<file path="src/rtl/bts_pkg.sv">
// shared constants, codes and types of the bilinear texture sampler
// no dependencies; imported by every other file of the block
package bts_pkg;

    // defaults of the top-level parameters
    localparam int MAX_SIDE_DEF    = 256;
    localparam int TEXEL_COUNT_DEF = 65536;
    localparam int COORD_FRAC_DEF  = 16;

    // fixed field widths
    localparam int COORD_W      = 20;
    localparam int TEXEL_ADDR_W = 16;
    localparam int CHAN_W       = 8;
    localparam int NUM_CHAN     = 4;
    localparam int TEXEL_W      = NUM_CHAN * CHAN_W;
    localparam int OUT_W        = 16;

    // configuration port
    localparam int CFG_IDX_W      = 4;
    localparam int CFG_DATA_W     = 9;
    localparam int CFG_RESET_SIDE = 256;

    localparam logic [CFG_IDX_W-1:0] CFG_TEX_WIDTH  = CFG_IDX_W'(0);
    localparam logic [CFG_IDX_W-1:0] CFG_TEX_HEIGHT = CFG_IDX_W'(1);

    // operation codes of an input word
    localparam logic OP_WRITE  = 1'b0;
    localparam logic OP_SAMPLE = 1'b1;

    // channel positions in a texel and in a result word
    localparam int CH_RED   = 0;
    localparam int CH_GREEN = 1;
    localparam int CH_BLUE  = 2;
    localparam int CH_ALPHA = 3;

    // texel corners: 0 = (x0,y0), 1 = (x1,y0), 2 = (x0,y1), 3 = (x1,y1)
    localparam int NUM_CORNER = 4;

    // result queue depth, covers the sample pipeline plus one
    localparam int OUT_DEPTH = 8;

    // texel memory access issued by the address stage
    typedef struct packed {
        logic wr;
        logic rd;
    } t_mem_ctl;

endpackage

</file>
<file path="src/rtl/bts_addr.sv">
// coordinate clamp, scaling and texel address generation, three stages
// depends on bts_pkg; feeds the texel memories of the top level
module bts_addr
    import bts_pkg::*;
#(
    parameter int MAX_SIDE        = MAX_SIDE_DEF,
    parameter int TEXEL_COUNT     = TEXEL_COUNT_DEF,
    parameter int COORD_FRAC_BITS = COORD_FRAC_DEF,
    localparam int XW     = $clog2(MAX_SIDE),
    localparam int SIDE_W = $clog2(MAX_SIDE + 1),
    localparam int ADDR_W = $clog2(TEXEL_COUNT),
    localparam int F      = COORD_FRAC_BITS
) (
    input  logic                               i_clk,
    input  logic                               i_rst_n,
    input  logic                               i_accept,
    input  logic                               i_operation,
    input  logic [TEXEL_ADDR_W-1:0]            i_texel_addr,
    input  logic [TEXEL_W-1:0]                 i_wdata,
    input  logic signed [COORD_W-1:0]          i_coord_u,
    input  logic signed [COORD_W-1:0]          i_coord_v,
    input  logic [SIDE_W-1:0]                  i_side_w,
    input  logic [XW-1:0]                      i_w_m1,
    input  logic [XW-1:0]                      i_h_m1,
    output t_mem_ctl                           o_mem,
    output logic [NUM_CORNER-1:0][ADDR_W-1:0]  o_addr,
    output logic [TEXEL_W-1:0]                 o_wdata,
    output logic [F-1:0]                       o_fx,
    output logic [F-1:0]                       o_fy
);

    localparam int CL_W  = F + 1;
    localparam int P_W   = F + XW;
    localparam int CMP_W = (COORD_W - 1 > CL_W) ? COORD_W - 1 : CL_W;
    localparam logic [CMP_W-1:0] ONE_CMP = CMP_W'(2 ** F);
    localparam int ROW_W = XW + SIDE_W;
    localparam int SUM_W = ROW_W + 1;

    function automatic logic [CL_W-1:0] clamp_coord(input logic signed [COORD_W-1:0] c);
        logic [CMP_W-1:0] mag;
        mag = CMP_W'(c[COORD_W-2:0]);
        if (c[COORD_W-1]) return '0;
        if (mag > ONE_CMP) return CL_W'(ONE_CMP);
        return CL_W'(mag);
    endfunction

    // stage 1: clamp and scale by side minus one
    logic [CL_W-1:0]    clamp_u, clamp_v;
    logic [CL_W+XW-1:0] prod_u, prod_v;

    logic               r1_valid;
    logic               r1_op;
    logic [ADDR_W-1:0]  r1_waddr;
    logic [TEXEL_W-1:0] r1_wdata;
    logic [P_W-1:0]     r1_pu, r1_pv;

    assign clamp_u = clamp_coord(i_coord_u);
    assign clamp_v = clamp_coord(i_coord_v);
    assign prod_u  = clamp_u * i_w_m1;
    assign prod_v  = clamp_v * i_h_m1;

    always_ff @(posedge i_clk) begin
        if (!i_rst_n) begin
            r1_valid <= 1'b0;
        end else begin
            r1_valid <= i_accept;
        end
    end

    always_ff @(posedge i_clk) begin
        if (i_accept) begin
            r1_op    <= i_operation;
            r1_waddr <= ADDR_W'(i_texel_addr);
            r1_wdata <= i_wdata;
            r1_pu    <= prod_u[P_W-1:0];
            r1_pv    <= prod_v[P_W-1:0];
        end
    end

    // stage 2: integer parts, clamped neighbours, row offsets
    logic [XW-1:0]    x0, y0, x1, y1;
    logic [ROW_W-1:0] row0, row1;

    logic               r2_valid;
    logic               r2_op;
    logic [ADDR_W-1:0]  r2_waddr;
    logic [TEXEL_W-1:0] r2_wdata;
    logic [XW-1:0]      r2_x0, r2_x1;
    logic [ROW_W-1:0]   r2_row0, r2_row1;
    logic [F-1:0]       r2_fx, r2_fy;

    assign x0   = r1_pu[P_W-1:F];
    assign y0   = r1_pv[P_W-1:F];
    assign x1   = (x0 == i_w_m1) ? x0 : x0 + XW'(1);
    assign y1   = (y0 == i_h_m1) ? y0 : y0 + XW'(1);
    assign row0 = y0 * i_side_w;
    assign row1 = y1 * i_side_w;

    always_ff @(posedge i_clk) begin
        if (!i_rst_n) begin
            r2_valid <= 1'b0;
        end else begin
            r2_valid <= r1_valid;
        end
    end

    always_ff @(posedge i_clk) begin
        if (r1_valid) begin
            r2_op    <= r1_op;
            r2_waddr <= r1_waddr;
            r2_wdata <= r1_wdata;
            r2_x0    <= x0;
            r2_x1    <= x1;
            r2_row0  <= row0;
            r2_row1  <= row1;
            r2_fx    <= r1_pu[F-1:0];
            r2_fy    <= r1_pv[F-1:0];
        end
    end

    // stage 3: linear addresses, wrapped to the store size
    logic [NUM_CORNER-1:0][ADDR_W-1:0] n_addr;

    logic                              r3_valid;
    logic                              r3_op;
    logic [NUM_CORNER-1:0][ADDR_W-1:0] r3_addr;
    logic [TEXEL_W-1:0]                r3_wdata;
    logic [F-1:0]                      r3_fx, r3_fy;

    always_comb begin
        n_addr[0] = ADDR_W'(SUM_W'(r2_x0) + SUM_W'(r2_row0));
        n_addr[1] = ADDR_W'(SUM_W'(r2_x1) + SUM_W'(r2_row0));
        n_addr[2] = ADDR_W'(SUM_W'(r2_x0) + SUM_W'(r2_row1));
        n_addr[3] = ADDR_W'(SUM_W'(r2_x1) + SUM_W'(r2_row1));
        // a write uses corner 0's slot for its own address
        if (r2_op == OP_WRITE) begin
            n_addr[0] = r2_waddr;
        end
    end

    always_ff @(posedge i_clk) begin
        if (!i_rst_n) begin
            r3_valid <= 1'b0;
        end else begin
            r3_valid <= r2_valid;
        end
    end

    always_ff @(posedge i_clk) begin
        if (r2_valid) begin
            r3_op    <= r2_op;
            r3_addr  <= n_addr;
            r3_wdata <= r2_wdata;
            r3_fx    <= r2_fx;
            r3_fy    <= r2_fy;
        end
    end

    assign o_mem.wr = r3_valid && (r3_op == OP_WRITE);
    assign o_mem.rd = r3_valid && (r3_op == OP_SAMPLE);
    assign o_addr   = r3_addr;
    assign o_wdata  = r3_wdata;
    assign o_fx     = r3_fx;
    assign o_fy     = r3_fy;

endmodule

</file>
<file path="config.mk">
export PLATFORM = sky130hd
export DESIGN_NAME = bts_addr
export DESIGN_NICKNAME = d
export VERILOG_FILES = /design/src/rtl/bts_pkg.sv /design/src/rtl/bts_addr.sv
export SDC_FILE = /design/constraint.sdc
export NUM_CORES = 1
export LEC_CHECK = 0
export BUFFER_PORTS_ARGS = -buffer_cell sky130_fd_sc_hd__buf_2
export CAP_MARGIN = 20
export CORE_AREA = 2 2 233 235
export CTS_CLUSTER_DIAMETER = 40
export DETAILED_ROUTE_END_ITERATION = 12
export DIE_AREA = 0 0 235 237
export GPL_ROUTABILITY_DRIVEN = 0
export PLACE_DENSITY = 0.68
export SLEW_MARGIN = 0
export SYNTH_ARGS = -nofsm -noshare
export SYNTH_HDL_FRONTEND = slang
export SYNTH_SLANG_ARGS = --single-unit
export TNS_END_PERCENT = 30
</file>
<file path="constraint.sdc">
create_clock -name i_clk -period 12.3 [get_ports i_clk]
set_input_delay 1.845 -clock i_clk [delete_from_list [all_inputs] [get_ports i_clk]]
set_output_delay 1.845 -clock i_clk [all_outputs]
set_load 0.01 [all_outputs]
</file>
==> results.md <==
- Status: complete, no violations
- H-tree depth: 2
- Syn-to-layout area delta: 13.9%
- Synth Register Bits: between 300 and 400
- Part of the power in registers: 0.352
- Initial DRC Count: around 900
- Combinational Power Share: 0.339
- P_int: approximately 0.0032 W
- R2R setup slack: ~6.1 ns
- Synthesized area per cell: around 12 um2
- Top Ports: roughly 250
- RSZ-0062 raised after global routing: false
- Dpl ws: slightly above 4 ns
- CP endpoint kind: flip-flop
- Post-Route WL: about 56 mm
- Max-cap violations: 0
- GRT Total Usage: 0.205
- CTS Root Cell: clkbuf_16
- Worst-Margin Slew: roughly 1.1 ns
- Distinct cell type count after synthesis: ~70
- Post-synth top cells: edfxtp_1, inv_1, fa_1
- Crit Path Max Fanout: about 130
- Final setup fails: 0
- Die boundary height: between 200 and 250 um
- Wire per inst: roughly 18 um
- Max IR drop VDD: between 100 and 150 uV
- Post-synth top area cell: edfxtp_1
- Hold buffer count at CTS: 0
- Starting Density: 0.494
- PortBufs: around 250
- Post-synth EDFFs: 355
- Num rows: 85
- Final worst slack: approximately 4.6 ns
- Worst Path Arrival: 7.97 ns
- Crit path launch: i_coord_v[1]
- Reg-to-reg critical path endpoint: r2_row1[14]
- Largest net degree at the start of global routing: between 100 and 150
- Clock sink count: between 300 and 400
- Worst reg2reg path depth: 20
- Vias per cell: 5.32
- Setup_tns: 0 ns
- Final-layout fill cell count: between 4,000 and 5,000
- NumNets Final: ~3,000
- CTS tree: built
- Syn_nets: approximately 2,800
- Pre-Repair DR Iteration Count: 5
- Vias in the first global route: 17,600
- Post-Syn Area: around 26,000 um2
- Post-CTS Resized: 0
- Largest cells by area after synthesis: edfxtp_1, fa_1, ha_1, and3_1, inv_1
- Grt ovf: 0
- Initial antenna violation count: 2
- Yosys synthesis warning count: 0
- Total power: 0.00479 W
- Post-DP HPWL: between 40 and 50 mm
- Kind of critical path: primary input to flip-flop
- Minimum clock period: 7.67 ns
- Vias: about 17,000
- HP Class: flip-flop to flip-flop
- Core box area: 53,300 um2
- Crit start category: primary input
- Max Slew Vio Count: 0
- Layout cells sized above 1: 0.151
- Clock Power Share: 0.308
- Yosys top cell area share: 0.405
- FF-to-FF Start: r1_pv[21]
- Count leader, synth: edfxtp_1
- Peak Freq: 130 MHz
- Skew final: 0.0511 ns
- Postcts setup bufs: 0
- Sw frac: 0.328
- TritonCTS Buffers: between 50 and 60
- Lkg Pwr: 14.1 nW
- Die area: 55,700 um2
- FFs w/ async S/R, synth: 0
- Psw: ~0.0016 W
- Final hold vios: 0
- Post-synthesis cell count: 2,222
- Post-DRT Antenna Nets: 0
- Worst rel slew slack: 0.285
- Pwr dens: between 150 and 200 nW/um2
- Post-route DRC: 0
- Main flop type after synthesis: edfxtp_1
- Critical Path RT: 12.60 ns
- First-pass GRT wire length: 92.3 mm
- Bufs on Longest Clock Path: 3
- Die X: ~240 um
- Sequential cell area fraction in the yosys report: 0.407
- Worst skew pair latency: ~0.60 ns
- Worst Setup EP: r1_pv[22]
- Reg clk slew, reported paths: approximately 0.050 ns
- Fin crit share: 0.624
[cell families (layout without fill, tap and decap cells)]
kind of cell	after synthesis	count (layout)	synth area share
and+or+nand+nor	649	649	0.135
adders and majority gates	454	454	0.291
buffers and inverters	393	669	0.0577
DFF	358	358	0.407
AOI/OAI and AO/OA	205	205	0.0525
xor gates and xnor gates	150	150	0.0511
muxes	13	13	0.00537
other	0	1	0
[worst min-delay path by stage]
stage                       startpoint          end  depth (start not counted)
after floorplan               r2_fx[0]      o_fx[0]                          0
after global routing          r2_fy[7]      o_fy[7]                          0
after global placement    r2_wdata[30]  o_wdata[30]                          0
after detailed placement     r2_fx[10]     o_fx[10]                          0
final                         r1_pv[9]     r2_fy[9]                          0
after CTS                     r1_pv[9]     r2_fy[9]                          0
[power groups by stage]
stage               clock (W)  sequential, W  combinational (W)
finish                0.00148        0.00169            0.00162
CTS                   0.00151        0.00168            0.00163
floorplan                   0        0.00168            0.00125
global placement            0        0.00170            0.00158
global route          0.00157        0.00170            0.00185
detailed placement          0        0.00171            0.00162
[worst max-delay path, stage by stage]
cell and delay, ns:
buf_2 0.15, nor4_1 0.32, nand4_1 0.20, a2111oi_4 0.38
buf_4 0.75, nand3_1 0.22, fa_1 0.54, fa_1 0.55
inv_1 0.05, fa_1 0.47, inv_1 0.05, fa_1 0.47
inv_1 0.04, ha_1 0.34, o21ai_0 0.12, o31ai_1 0.60
o21ai_0 0.27, a21oi_1 0.31, mux2i_1 0.21, nand3_1 0.07
[state kept, by name, indices dropped and copies added, names as in the netlist, 16 cells and up]
| signal | count |
|---|---|
| o_wdata | 32 |
| r1_pu | 24 |
| r2_wdata | 32 |
| r2_fy | 16 |
| r1_waddr | 16 |
| o_addr | 64 |
| o_fy | 16 |
| r2_fx | 16 |
| o_fx | 16 |
| r2_waddr | 16 |
| r1_pv | 24 |
| r2_row0 | 16 |
| r1_wdata | 32 |
| r2_row1 | 16 |
[area by class of cell]
| class | count | area (um2) | area share |
|---|---|---|---|
| Tap cell | 696 | 871 | 0.0290 |
| Inverter | 323 | 1210 | 0.0404 |
| Antenna cell | 1 | 2.50 | 0.0000835 |
| Timing Repair Buffer | 251 | 1270 | 0.0424 |
| Clock inverter | 38 | 495 | 0.0165 |
| Multi-Input combinational cell | 1471 | 14100 | 0.470 |
| Clock buffer | 57 | 1300 | 0.0433 |
| Sequential cell | 358 | 10700 | 0.358 |
[per-layer routing]
layer / wire length (um) / GRT usage
met5: 11 / 0
met4: 1300 / 0.0614
met3: 3250 / 0.0319
met2: 27000 / 0.344
met1: 24700 / 0.276
[through the flow]
| step | area [um2] | cells | hold WS, ns | util |
|---|---|---|---|---|
| 2_1_floorplan | 26300 | 2222 | 0.400 | - |
| 3_3_place_gp | 28200 | 3099 | 0.401 | 0.529 |
| 3_5_place_dp | 28200 | 3099 | 0.405 | 0.529 |
| 4_1_cts | 30000 | 3194 | 0.385 | 0.563 |
| 5_1_grt | 30000 | 3195 | 0.404 | 0.563 |
| 6_report | 30000 | 3195 | 0.395 | 0.563 |
[layout by cell type (no fill, tap or decap), types with 19 or more instances in the layout]
master | netlist | layout
edfxtp_1 | 355 | 355
inv_1 | 323 | 323
fa_1 | 264 | 264
buf_2 | 5 | 245
and3_1 | 232 | 232
ha_1 | 190 | 190
nand2_1 | 122 | 122
xnor2_1 | 98 | 98
and2_1 | 77 | 77
a21oi_1 | 65 | 65
nor2_1 | 55 | 55
nand3_1 | 55 | 55
clkbuf_16 | 0 | 51
xor2_1 | 48 | 48
o21ai_0 | 41 | 41
nor2b_1 | 27 | 27
a21o_1 | 25 | 25
nor3_1 | 19 | 19
Power figures use the tool's default switching activity.
