==> src/rtl/bts_pkg.sv <==
// shared constants, codes and types of the bilinear texture sampler
// no dependencies; imported by every other file of the block
package bts_pkg;

    // defaults of the top-level parameters
    localparam int MAX_SIDE_DEF    = 256;
    localparam int TEXEL_COUNT_DEF = 65536;
    localparam int COORD_FRAC_DEF  = 16;

    // fixed field widths
    localparam int COORD_W      = 20;
    localparam int TEXEL_ADDR_W = 16;
    localparam int CHAN_W       = 8;
    localparam int NUM_CHAN     = 4;
    localparam int TEXEL_W      = NUM_CHAN * CHAN_W;
    localparam int OUT_W        = 16;

    // configuration port
    localparam int CFG_IDX_W      = 4;
    localparam int CFG_DATA_W     = 9;
    localparam int CFG_RESET_SIDE = 256;

    localparam logic [CFG_IDX_W-1:0] CFG_TEX_WIDTH  = CFG_IDX_W'(0);
    localparam logic [CFG_IDX_W-1:0] CFG_TEX_HEIGHT = CFG_IDX_W'(1);

    // operation codes of an input word
    localparam logic OP_WRITE  = 1'b0;
    localparam logic OP_SAMPLE = 1'b1;

    // channel positions in a texel and in a result word
    localparam int CH_RED   = 0;
    localparam int CH_GREEN = 1;
    localparam int CH_BLUE  = 2;
    localparam int CH_ALPHA = 3;

    // texel corners: 0 = (x0,y0), 1 = (x1,y0), 2 = (x0,y1), 3 = (x1,y1)
    localparam int NUM_CORNER = 4;

    // result queue depth, covers the sample pipeline plus one
    localparam int OUT_DEPTH = 8;

    // texel memory access issued by the address stage
    typedef struct packed {
        logic wr;
        logic rd;
    } t_mem_ctl;

endpackage

==> src/rtl/bts_outq.sv <==
// result queue between the filter pipeline and the output channel
// depends on bts_pkg for default sizes
module bts_outq
    import bts_pkg::*;
#(
    parameter int DEPTH = OUT_DEPTH,
    parameter int WIDTH = NUM_CHAN * OUT_W
) (
    input  logic             i_clk,
    input  logic             i_rst_n,
    input  logic             i_push,
    input  logic [WIDTH-1:0] i_data,
    input  logic             i_pop,
    output logic             o_valid,
    output logic [WIDTH-1:0] o_data
);

    localparam int PTR_W = $clog2(DEPTH);
    localparam int CNT_W = $clog2(DEPTH + 1);

    logic [WIDTH-1:0] r_buf [DEPTH];
    logic [PTR_W-1:0] r_wptr, r_rptr;
    logic [CNT_W-1:0] r_count, n_count;

    assign n_count = r_count + CNT_W'(i_push) - CNT_W'(i_pop);

    always_ff @(posedge i_clk) begin
        if (!i_rst_n) begin
            r_wptr  <= '0;
            r_rptr  <= '0;
            r_count <= '0;
        end else begin
            if (i_push) begin
                r_wptr <= (r_wptr == PTR_W'(DEPTH - 1)) ? '0 : r_wptr + PTR_W'(1);
            end
            if (i_pop) begin
                r_rptr <= (r_rptr == PTR_W'(DEPTH - 1)) ? '0 : r_rptr + PTR_W'(1);
            end
            r_count <= n_count;
        end
    end

    always_ff @(posedge i_clk) begin
        if (i_push) begin
            r_buf[r_wptr] <= i_data;
        end
    end

    assign o_valid = (r_count != '0);
    assign o_data  = r_buf[r_rptr];

endmodule

==> config.mk <==
export PLATFORM = sky130hd
export DESIGN_NAME = bts_outq
export DESIGN_NICKNAME = d
export VERILOG_FILES = /design/src/rtl/bts_pkg.sv /design/src/rtl/bts_outq.sv
export SDC_FILE = /design/constraint.sdc
export NUM_CORES = 1
export LEC_CHECK = 0
export BUFFER_PORTS_ARGS = -buffer_cell sky130_fd_sc_hd__buf_4
export CORE_UTILIZATION = 45
export DETAILED_ROUTE_END_ITERATION = 10
export PLACE_DENSITY = 0.61
export SLEW_MARGIN = 5
export SYNTH_ARGS = -nofsm -noshare
export SYNTH_HDL_FRONTEND = slang
export SYNTH_SLANG_ARGS = --single-unit
==> constraint.sdc <==
create_clock -name i_clk -period 10.97 [get_ports i_clk]
set_input_delay 1.6455 -clock i_clk [delete_from_list [all_inputs] [get_ports i_clk]]
set_output_delay 1.6455 -clock i_clk [all_outputs]
set_load 0.01 [all_outputs]
==> results.cfg, run 1 <==
[clock_network]
cts_buffer_depth = 3
cts_tree = yes
clkLatencyLatePin_ps = 600
htree_num_levels = 2
ctsResizeCount = 0
cts_buffers = 51
root_buffer = clkbuf_16
clkTransAtPathRegs_ps = 60
numClockSinks = 525
cts_setup_buffers = 0
postCtsHoldBufs = 0

[global_route]
gr-usage-all-layers = 0.1744
grt_start_max_net_pins = 72
grt_antenna_before_repair = 1
gr-usage-met1 = 0.2344
busiest_layer = met2
overflow = 0
first_global_vias = 9159
grt_pass1_wl_um = 56660
met2_usage = 0.2852
met3_usage = 0.03811

[status]
outcome = completed

[synth]
synth.distinct_cells = 27
synth_most_common_cell = edfxtp_1
synth_common_cells = edfxtp_1 (512), mux4_2 (128), mux2_2 (64)
synth_ff_type = edfxtp_1
ys_seq_area_frac = 0.7874
synth_area_leader_cell = edfxtp_1
synth_edf_count = 512
ys_ff_latch = 525
yosysWarnings = 0
synth_area_um2 = 19860
synth_area_per_cell_um2 = 24.57
synth_nets = 886
synth.area.top_cells = edfxtp_1 (77%), mux4_2 (15%), mux2_2 (3.6%), dfxtp_1 (1.3%), buf_6 (0.62%)
async_reset_ff_frac = 0
yosysTopAreaCellShare = 0.7743
syn_inst = 808

[finish]
regArea_um2 = 15650
area_growth_pct = 16.12
fillers = 3332
nets = 1050
fin_cells = 1600
layout-drive-gt1-share = 0.4132
multiInputGateArea_um2 = 4016

[sta]
hold_viol = 0
setup_ws_ps = 5853
layout_min_cycle_time_ps = 5117
whs_ps = 541.0
tightest_slew_ps = 1117
setup_viol = 0
skew_ps = 21.34
grt_setup_unrepaired = false
tns_ps = 0
finalCritPeriodShare = 0.4664
fmax_mhz = 195.4
relSlewSlack = 0.2554
slew_viol_final = 0

[job]
cap_violations = 0

[placement]
globalplace.congestion = 0.6791
port_buffers = 132
dp_hpwl_um = 19280
dp_slack_ps = 6333
dp.cells = 1504

[critical_path]
start_kind = flip-flop
critPathMaxFanout = 71
critPathKind = reg -> out
cp.arrival_ps = 3470
crit_path_end_kind = output port
worst_ep_required_time_ps = 9320

[detailed_routing]
post_drt_via_cell_ratio = 5.328
drc = 0
avgRoutedWirePerCell_um = 23.65
postRouteAntennaNets = 0
drt_iter0_drc = 531
wl_um = 37840
vias = 8524
firstDrtPassIters = 5

[power]
power_density_nw_per_um2 = 181.0
leakage_nw = 7.325
peakVddDrop_mv = 0.1404
p_total_mw = 4.172

[die]
start_util = 0.4589
coreArea_um2 = 43270
die_area_um2 = 44970
floorplan.die.width_um = 212.1
fp.dieH_um = 212.1
ios = 133
rows = 76

[hold_path]
hold_path.class = reg -> reg
## flip-flops by register name, summed over array words and instances (netlist names), named ones only
register	count
r_wptr	3
r_count	4
r_rptr	3
r_buf	512
## layout make-up
class / instances / area share
antenna: 1 / 0.0001085
clock buffer: 69 / 0.06051
clock inverter: 26 / 0.005807
inverter: 7 / 0.001140
multi-input combinational: 240 / 0.1742
sequential: 525 / 0.6786
tap: 585 / 0.03175
timing repair buffer: 147 / 0.04786
## final timing paths
check	startpoint	endpoint	slack, ps	cells past startpoint
setup / recovery	flip-flop	o_data[1]	5850	5
hold / removal	r_rptr[2]$_SDFFE_PN0P_	flip-flop	540	2
setup reg to reg	r_wptr[0]$_SDFFE_PN0P_	r_buf[2][61]$_DFFE_PP_	8380	3
hold reg to reg	r_rptr[2]$_SDFFE_PN0P_	flip-flop	540	2
## per-layer routing
| metal | up-vias | part of all wire |
|---|---|---|
| li1 | 3772 | - |
| met4 | 0 | 0.020 |
| met3 | 53 | 0.056 |
| met2 | 178 | 0.50 |
| met5 | - | 0 |
| met1 | 4521 | 0.43 |
## cells by family after synthesis
kind of cell,Yosys count,synth area share
buffers and inverters,43,0.01304
DFF,525,0.7874
and+or+nand+nor,28,0.007309
AOI/OAI and AO/OA,5,0.001575
adders and majority gates,10,0.006680
muxes,196,0.1835
xor gates and xnor gates,1,0.0004412
## cell usage in the layout (no fill, tap or decap), types with 2 or more instances in the layout
cell	synthesis	layout
clkbuf_1	10	14
nor3_2	0	2
nor2b_1	4	4
ha_1	9	9
mux2_2	64	64
dfxtp_4	0	3
nor2_4	0	6
nand2b_1	4	4
mux2i_1	4	4
edfxtp_1	512	512
clkbuf_8	0	3
dfxtp_1	13	10
and2_1	5	5
clkbuf_16	0	52
clkinv_1	0	12
inv_1	7	7
clkinv_2	0	11
buf_4	3	147
mux4_2	128	128
nand2_1	5	5
## per-stage QoR
step             util  cell area, um2
2_1_floorplan       -           19860
6_report       0.5329           23060
4_1_cts        0.5328           23050
3_5_place_dp   0.4975           21520
5_1_grt        0.5328           23050
3_3_place_gp   0.4975           21520
## worst max-delay path, stage by stage, from the launching register on
cell and delay (ps):
dfxtp_4 330, buf_4 830, buf_4 820, mux4_2 420, mux2_2 300, buf_4 150
## report_power, final
part	internal, mW	switching [mW]
clock	0.890	0.709
sequential	2.25	0.0193
combinational	0.161	0.145
total	3.30	0.874
Power figures use the tool's default switching activity.
==> inputs of run 2 (changes only) <==
==> constraint.sdc (replaced) <==
create_clock -name i_clk -period 5.2 [get_ports i_clk]
set_input_delay 0.78 -clock i_clk [delete_from_list [all_inputs] [get_ports i_clk]]
set_output_delay 0.78 -clock i_clk [all_outputs]
set_load 0.01 [all_outputs]
==> results.cfg, run 2 (synthesis gave the netlist of run 1 again) <==
[placement]
dp.cells = 1510
port_buffers = 132
globalplace.congestion = 0.6807
dp_hpwl_um = 20260

[power]
p_sw_mw = 1.866
p_seq_frac = 0.526
leakage_nw = 7.415
power.share.switching = 0.2049
comb_power_share = 0.071
clock_power_share = 0.403
p_total_mw = 9.107
intPower_mw = 7.241
power_density_nw_per_um2 = 391.2
peakVddDrop_mv = 0.2942

[detailed_routing]
dr.max_layer_used = met4
avgRoutedWirePerCell_um = 24.09
vias = 8580
wl_um = 38650
firstDrtPassIters = 4
wl_met2_um = 19130
drc = 0
wl_met1_um = 16760
postRouteAntennaNets = 0
wl_met3_um = 2100
post_drt_via_cell_ratio = 5.349
drt_iter0_drc = 594

[clock_network]
cts_buffers = 52
htree_num_levels = 2
postCtsHoldBufs = 0
cts_buffer_depth = 3
root_buffer = clkbuf_16
cts_setup_buffers = 0
cts_tree = yes
clkTransAtPathRegs_ps = 60
ctsResizeCount = 0
clkLatencyLatePin_ps = 580
numClockSinks = 525

[sta]
relSlewSlack = 0.3721
grt_setup_unrepaired = false
fmax_mhz = 273.9
slew_viol_final = 0
skew_ps = 15.13
tns_ps = 0
setup_viol = 0
tightest_slew_ps = 941.9
layout_min_cycle_time_ps = 3651
finalCritPeriodShare = 0.7021
hold_viol = 0

[critical_path]
r2r_cells = 3
start_kind = flip-flop
cp-endpoint = o_data[62]
reg2reg_slack_ps = 2770
rr_startpoint = r_wptr[0]$_SDFFE_PN0P_
reg2reg_to = r_buf[2][39]$_DFFE_PP_
critPathKind = reg -> out
worst_ep_required_time_ps = 4420
critPathMaxFanout = 59
crit_path_end_kind = output port
cp.arrival_ps = 2870

[finish]
nets = 1057
final_cell_mix = edfxtp_1 (512), buf_4 (150), mux4_2 (128), mux2_2 (64), clkbuf_16 (53)
fin_cells = 1604
layout-drive-gt1-share = 0.4179
largest_reg_flops = 512
largest-register = r_buf
top_regs = r_buf (512), r_count (4)
layout_commonest_cell = edfxtp_1
area_growth_pct = 17.24

[global_route]
grt_start_max_net_pins = 60
first_global_vias = 9291
gr-usage-all-layers = 0.1785
overflow = 0
grt_pass1_wl_um = 57920
grt_antenna_before_repair = 1

[die]
fp.dieH_um = 212.1
start_util = 0.4589
floorplan.die.width_um = 212.1
rows = 76
coreArea_um2 = 43270
die_area_um2 = 44970
ios = 133

[status]
outcome = completed

[job]
cap_violations = 0

[hold_path]
hold_path.class = in -> reg
==> run 2: cell count changes in the layout (fill, tap and decap cells not counted), moves of 2 or more <==
cell,before,now
clkbuf_1,14,12
nor3_2,2,0
inv_6,1,3
bufinv_16,0,6
buf_4,147,150
clkbuf_8,3,0
clkinv_2,11,7
buf_12,0,3
nor3_4,0,2
==> run 2: worst min path at each step <==
stage	startpoint	endpoint	slack [ps]	cells after the start
after floorplan	r_rptr[1]$_SDFFE_PN0P_	flip-flop	510	2
after global placement	r_rptr[2]$_SDFFE_PN0P_	flip-flop	520	2
after detailed placement	r_rptr[1]$_SDFFE_PN0P_	flip-flop	520	2
after CTS	i_data[2]	r_buf[1][2]$_DFFE_PP_	390	1
after global routing	i_data[55]	r_buf[1][55]$_DFFE_PP_	400	1
final	i_data[7]	r_buf[2][7]$_DFFE_PP_	430	1
==> run 2: routing by layer <==
| metal | vias up | track usage |
|---|---|---|
| met5 | - | 0 |
| met4 | 0 | 0.04373 |
| met3 | 46 | 0.04357 |
| met2 | 181 | 0.2923 |
| met1 | 4579 | 0.2418 |
| li1 | 3774 | - |
==> run 2: critical path: stages (launching register included) <==
cell and delay (ps):
dfxtp_4 960, buf_4 490, mux4_2 380, mux2_2 290
buf_4 150
==> run 2: power by group through the flow <==
stage	registers [mW]	clock network, mW	logic [mW]
final	4.79	3.67	0.648
after floorplan	4.85	0	0.399
after CTS	4.79	3.77	0.666
after global routing	4.80	3.93	0.708
after global placement	4.88	0	0.655
after detailed placement	4.88	0	0.664
==> run 2: layout make-up <==
| type | instances | area (um2) |
|---|---|---|
| Timing Repair Buffer | 153 | 1186 |
| Clock buffer | 65 | 1371 |
| Antenna cell | 2 | 5.005 |
| Multi-Input combinational cell | 240 | 4029 |
| Inverter | 7 | 26.28 |
| Fill cell | 3293 | 19990 |
| Tap cell | 585 | 732.0 |
| Sequential cell | 525 | 15650 |
| Clock inverter | 27 | 282.8 |
==> run 2: per-stage QoR <==
stage / hold slack, ps / setup slack, ps / util / cell area, um2
floorplan: 512.5 / 1132 / - / 19870
global placement: 516.9 / 2074 / 0.4997 / 21620
detailed placement: 524.8 / 2073 / 0.4997 / 21620
CTS: 386.1 / 1430 / 0.5379 / 23270
global route: 395.6 / 1376 / 0.5380 / 23280
finish: 427.7 / 1549 / 0.5380 / 23280
==> inputs of run 3 (changes only) <==
--- a/config.mk
+++ b/config.mk
@@ -8,7 +8,7 @@
 export BUFFER_PORTS_ARGS = -buffer_cell sky130_fd_sc_hd__buf_4
 export CORE_UTILIZATION = 45
 export DETAILED_ROUTE_END_ITERATION = 10
-export PLACE_DENSITY = 0.61
+export PLACE_DENSITY = 0.64
 export SLEW_MARGIN = 5
 export SYNTH_ARGS = -nofsm -noshare
 export SYNTH_HDL_FRONTEND = slang
==> constraint.sdc (replaced) <==
create_clock -name i_clk -period 3.1 [get_ports i_clk]
set_input_delay 0.465 -clock i_clk [delete_from_list [all_inputs] [get_ports i_clk]]
set_output_delay 0.465 -clock i_clk [all_outputs]
set_load 0.01 [all_outputs]
==> results.cfg, run 3 (synthesis gave the netlist of run 1 again) <==
[critical_path]
start_kind = flip-flop
critPathKind = reg -> out
critPathMaxFanout = 68
crit_path_end_kind = output port
worst_ep_required_time_ps = 2630
cp.arrival_ps = 2480

[sta]
layout_min_cycle_time_ps = 2948
skew_ps = 18.48
fmax_mhz = 339.3
tns_ps = 0
finalCritPeriodShare = 0.9508
grt_setup_unrepaired = false
whs_ps = 114.2
setup_ws_ps = 152.4
setup_viol = 0
tightest_slew_ps = 640.4
slew_viol_final = 0
relSlewSlack = 0.5731
hold_viol = 0

[finish]
largest-register = r_buf
regArea_um2 = 15650
layout_commonest_cell = edfxtp_1
diodes = 0
largest_reg_flops = 512
final_cell_mix = edfxtp_1 (512), buf_4 (137), mux4_2 (128), mux2_2 (64), clkbuf_16 (53)
fin_area_um2 = 23300
area_growth_pct = 17.33
top_regs = r_buf (512), r_count (4)
nets = 1055
fin_cells = 1600
fin_util = 0.5384
layout-drive-gt1-share = 0.4148
multiInputGateArea_um2 = 4029
fillers = 3287

[hold_path]
hold_path.class = in -> reg

[global_route]
first_global_vias = 9114
grt_antenna_before_repair = 0
grt_start_max_net_pins = 69
grt_pass1_wl_um = 55310
overflow = 0
gr-usage-all-layers = 0.1693

[clock_network]
cts_buffers = 52
cts_tree = yes
cts_buffer_depth = 3
ctsResizeCount = 0
root_buffer = clkbuf_16
htree_num_levels = 2
numClockSinks = 525
clkLatencyLatePin_ps = 580
cts_setup_buffers = 0
clkTransAtPathRegs_ps = 60
postCtsHoldBufs = 0

[power]
peakVddDrop_mv = 0.3603
power_density_nw_per_um2 = 638.6
p_total_mw = 14.88
p_seq_frac = 0.537
comb_power_share = 0.076
power.share.switching = 0.2045
leakage_nw = 7.383
intPower_mw = 11.83
p_sw_mw = 3.042
clock_power_share = 0.387

[placement]
port_buffers = 132
dp_hpwl_um = 19020
dp.cells = 1508
globalplace.congestion = 0.6773
dp_slack_ps = 723.2
dpl-instance-area_um2 = 21740

[die]
rows = 76
coreArea_um2 = 43270
die_area_um2 = 44970
start_util = 0.4589
fp.dieH_um = 212.1
ios = 133
floorplan.die.width_um = 212.1

[job]
cap_violations = 0

[detailed_routing]
drt_iter0_drc = 497
post_drt_via_cell_ratio = 5.393
firstDrtPassIters = 4
vias = 8629
drc = 0
wl_um = 37180
avgRoutedWirePerCell_um = 23.24
postRouteAntennaNets = 0

[status]
outcome = completed
[run 3: critical path, cell delays in order (launching register included)]
cell and delay (ps):
dfxtp_4 370, buf_12 420, mux4_2 580, mux2_2 290
buf_4 150
[run 3: power by group through the flow]
stage	sequential (mW)	clock (mW)	combinational (mW)
2_1_floorplan	8.14	0	0.669
3_3_place_gp	8.14	0	1.14
3_5_place_dp	8.14	0	1.16
4_1_cts	7.99	5.88	1.16
5_1_grt	8.00	6.16	1.23
6_report	7.99	5.75	1.13
[run 3: worst paths after layout]
kind / slack, ps / from / to / cells past startpoint
hold reg to reg: 550 / r_rptr[2]$_SDFFE_PN0P_ / flip-flop / 2
setup / recovery: 150 / flip-flop / o_data[36] / 4
hold / removal: 110 / i_data[11] / r_buf[5][11]$_DFFE_PP_ / 1
setup reg to reg: 1240 / r_wptr[2]$_SDFFE_PN0P_ / r_buf[7][29]$_DFFE_PP_ / 3
[run 3: final cells by class]
cell class                      count  area share
Timing Repair Buffer              151     0.05618
Sequential cell                   525      0.6716
Inverter                            7    0.001128
Clock buffer                       70     0.05967
Tap cell                          585     0.03142
Clock inverter                     22    0.007036
Multi-Input combinational cell    240      0.1729
[run 3: layer usage]
metal,part of all wire,wire length (um),GRT usage
met4,0.016,605,0.05147
met3,0.047,1764,0.03516
met2,0.50,18480,0.2736
met1,0.44,16330,0.2329
met5,0,0,0
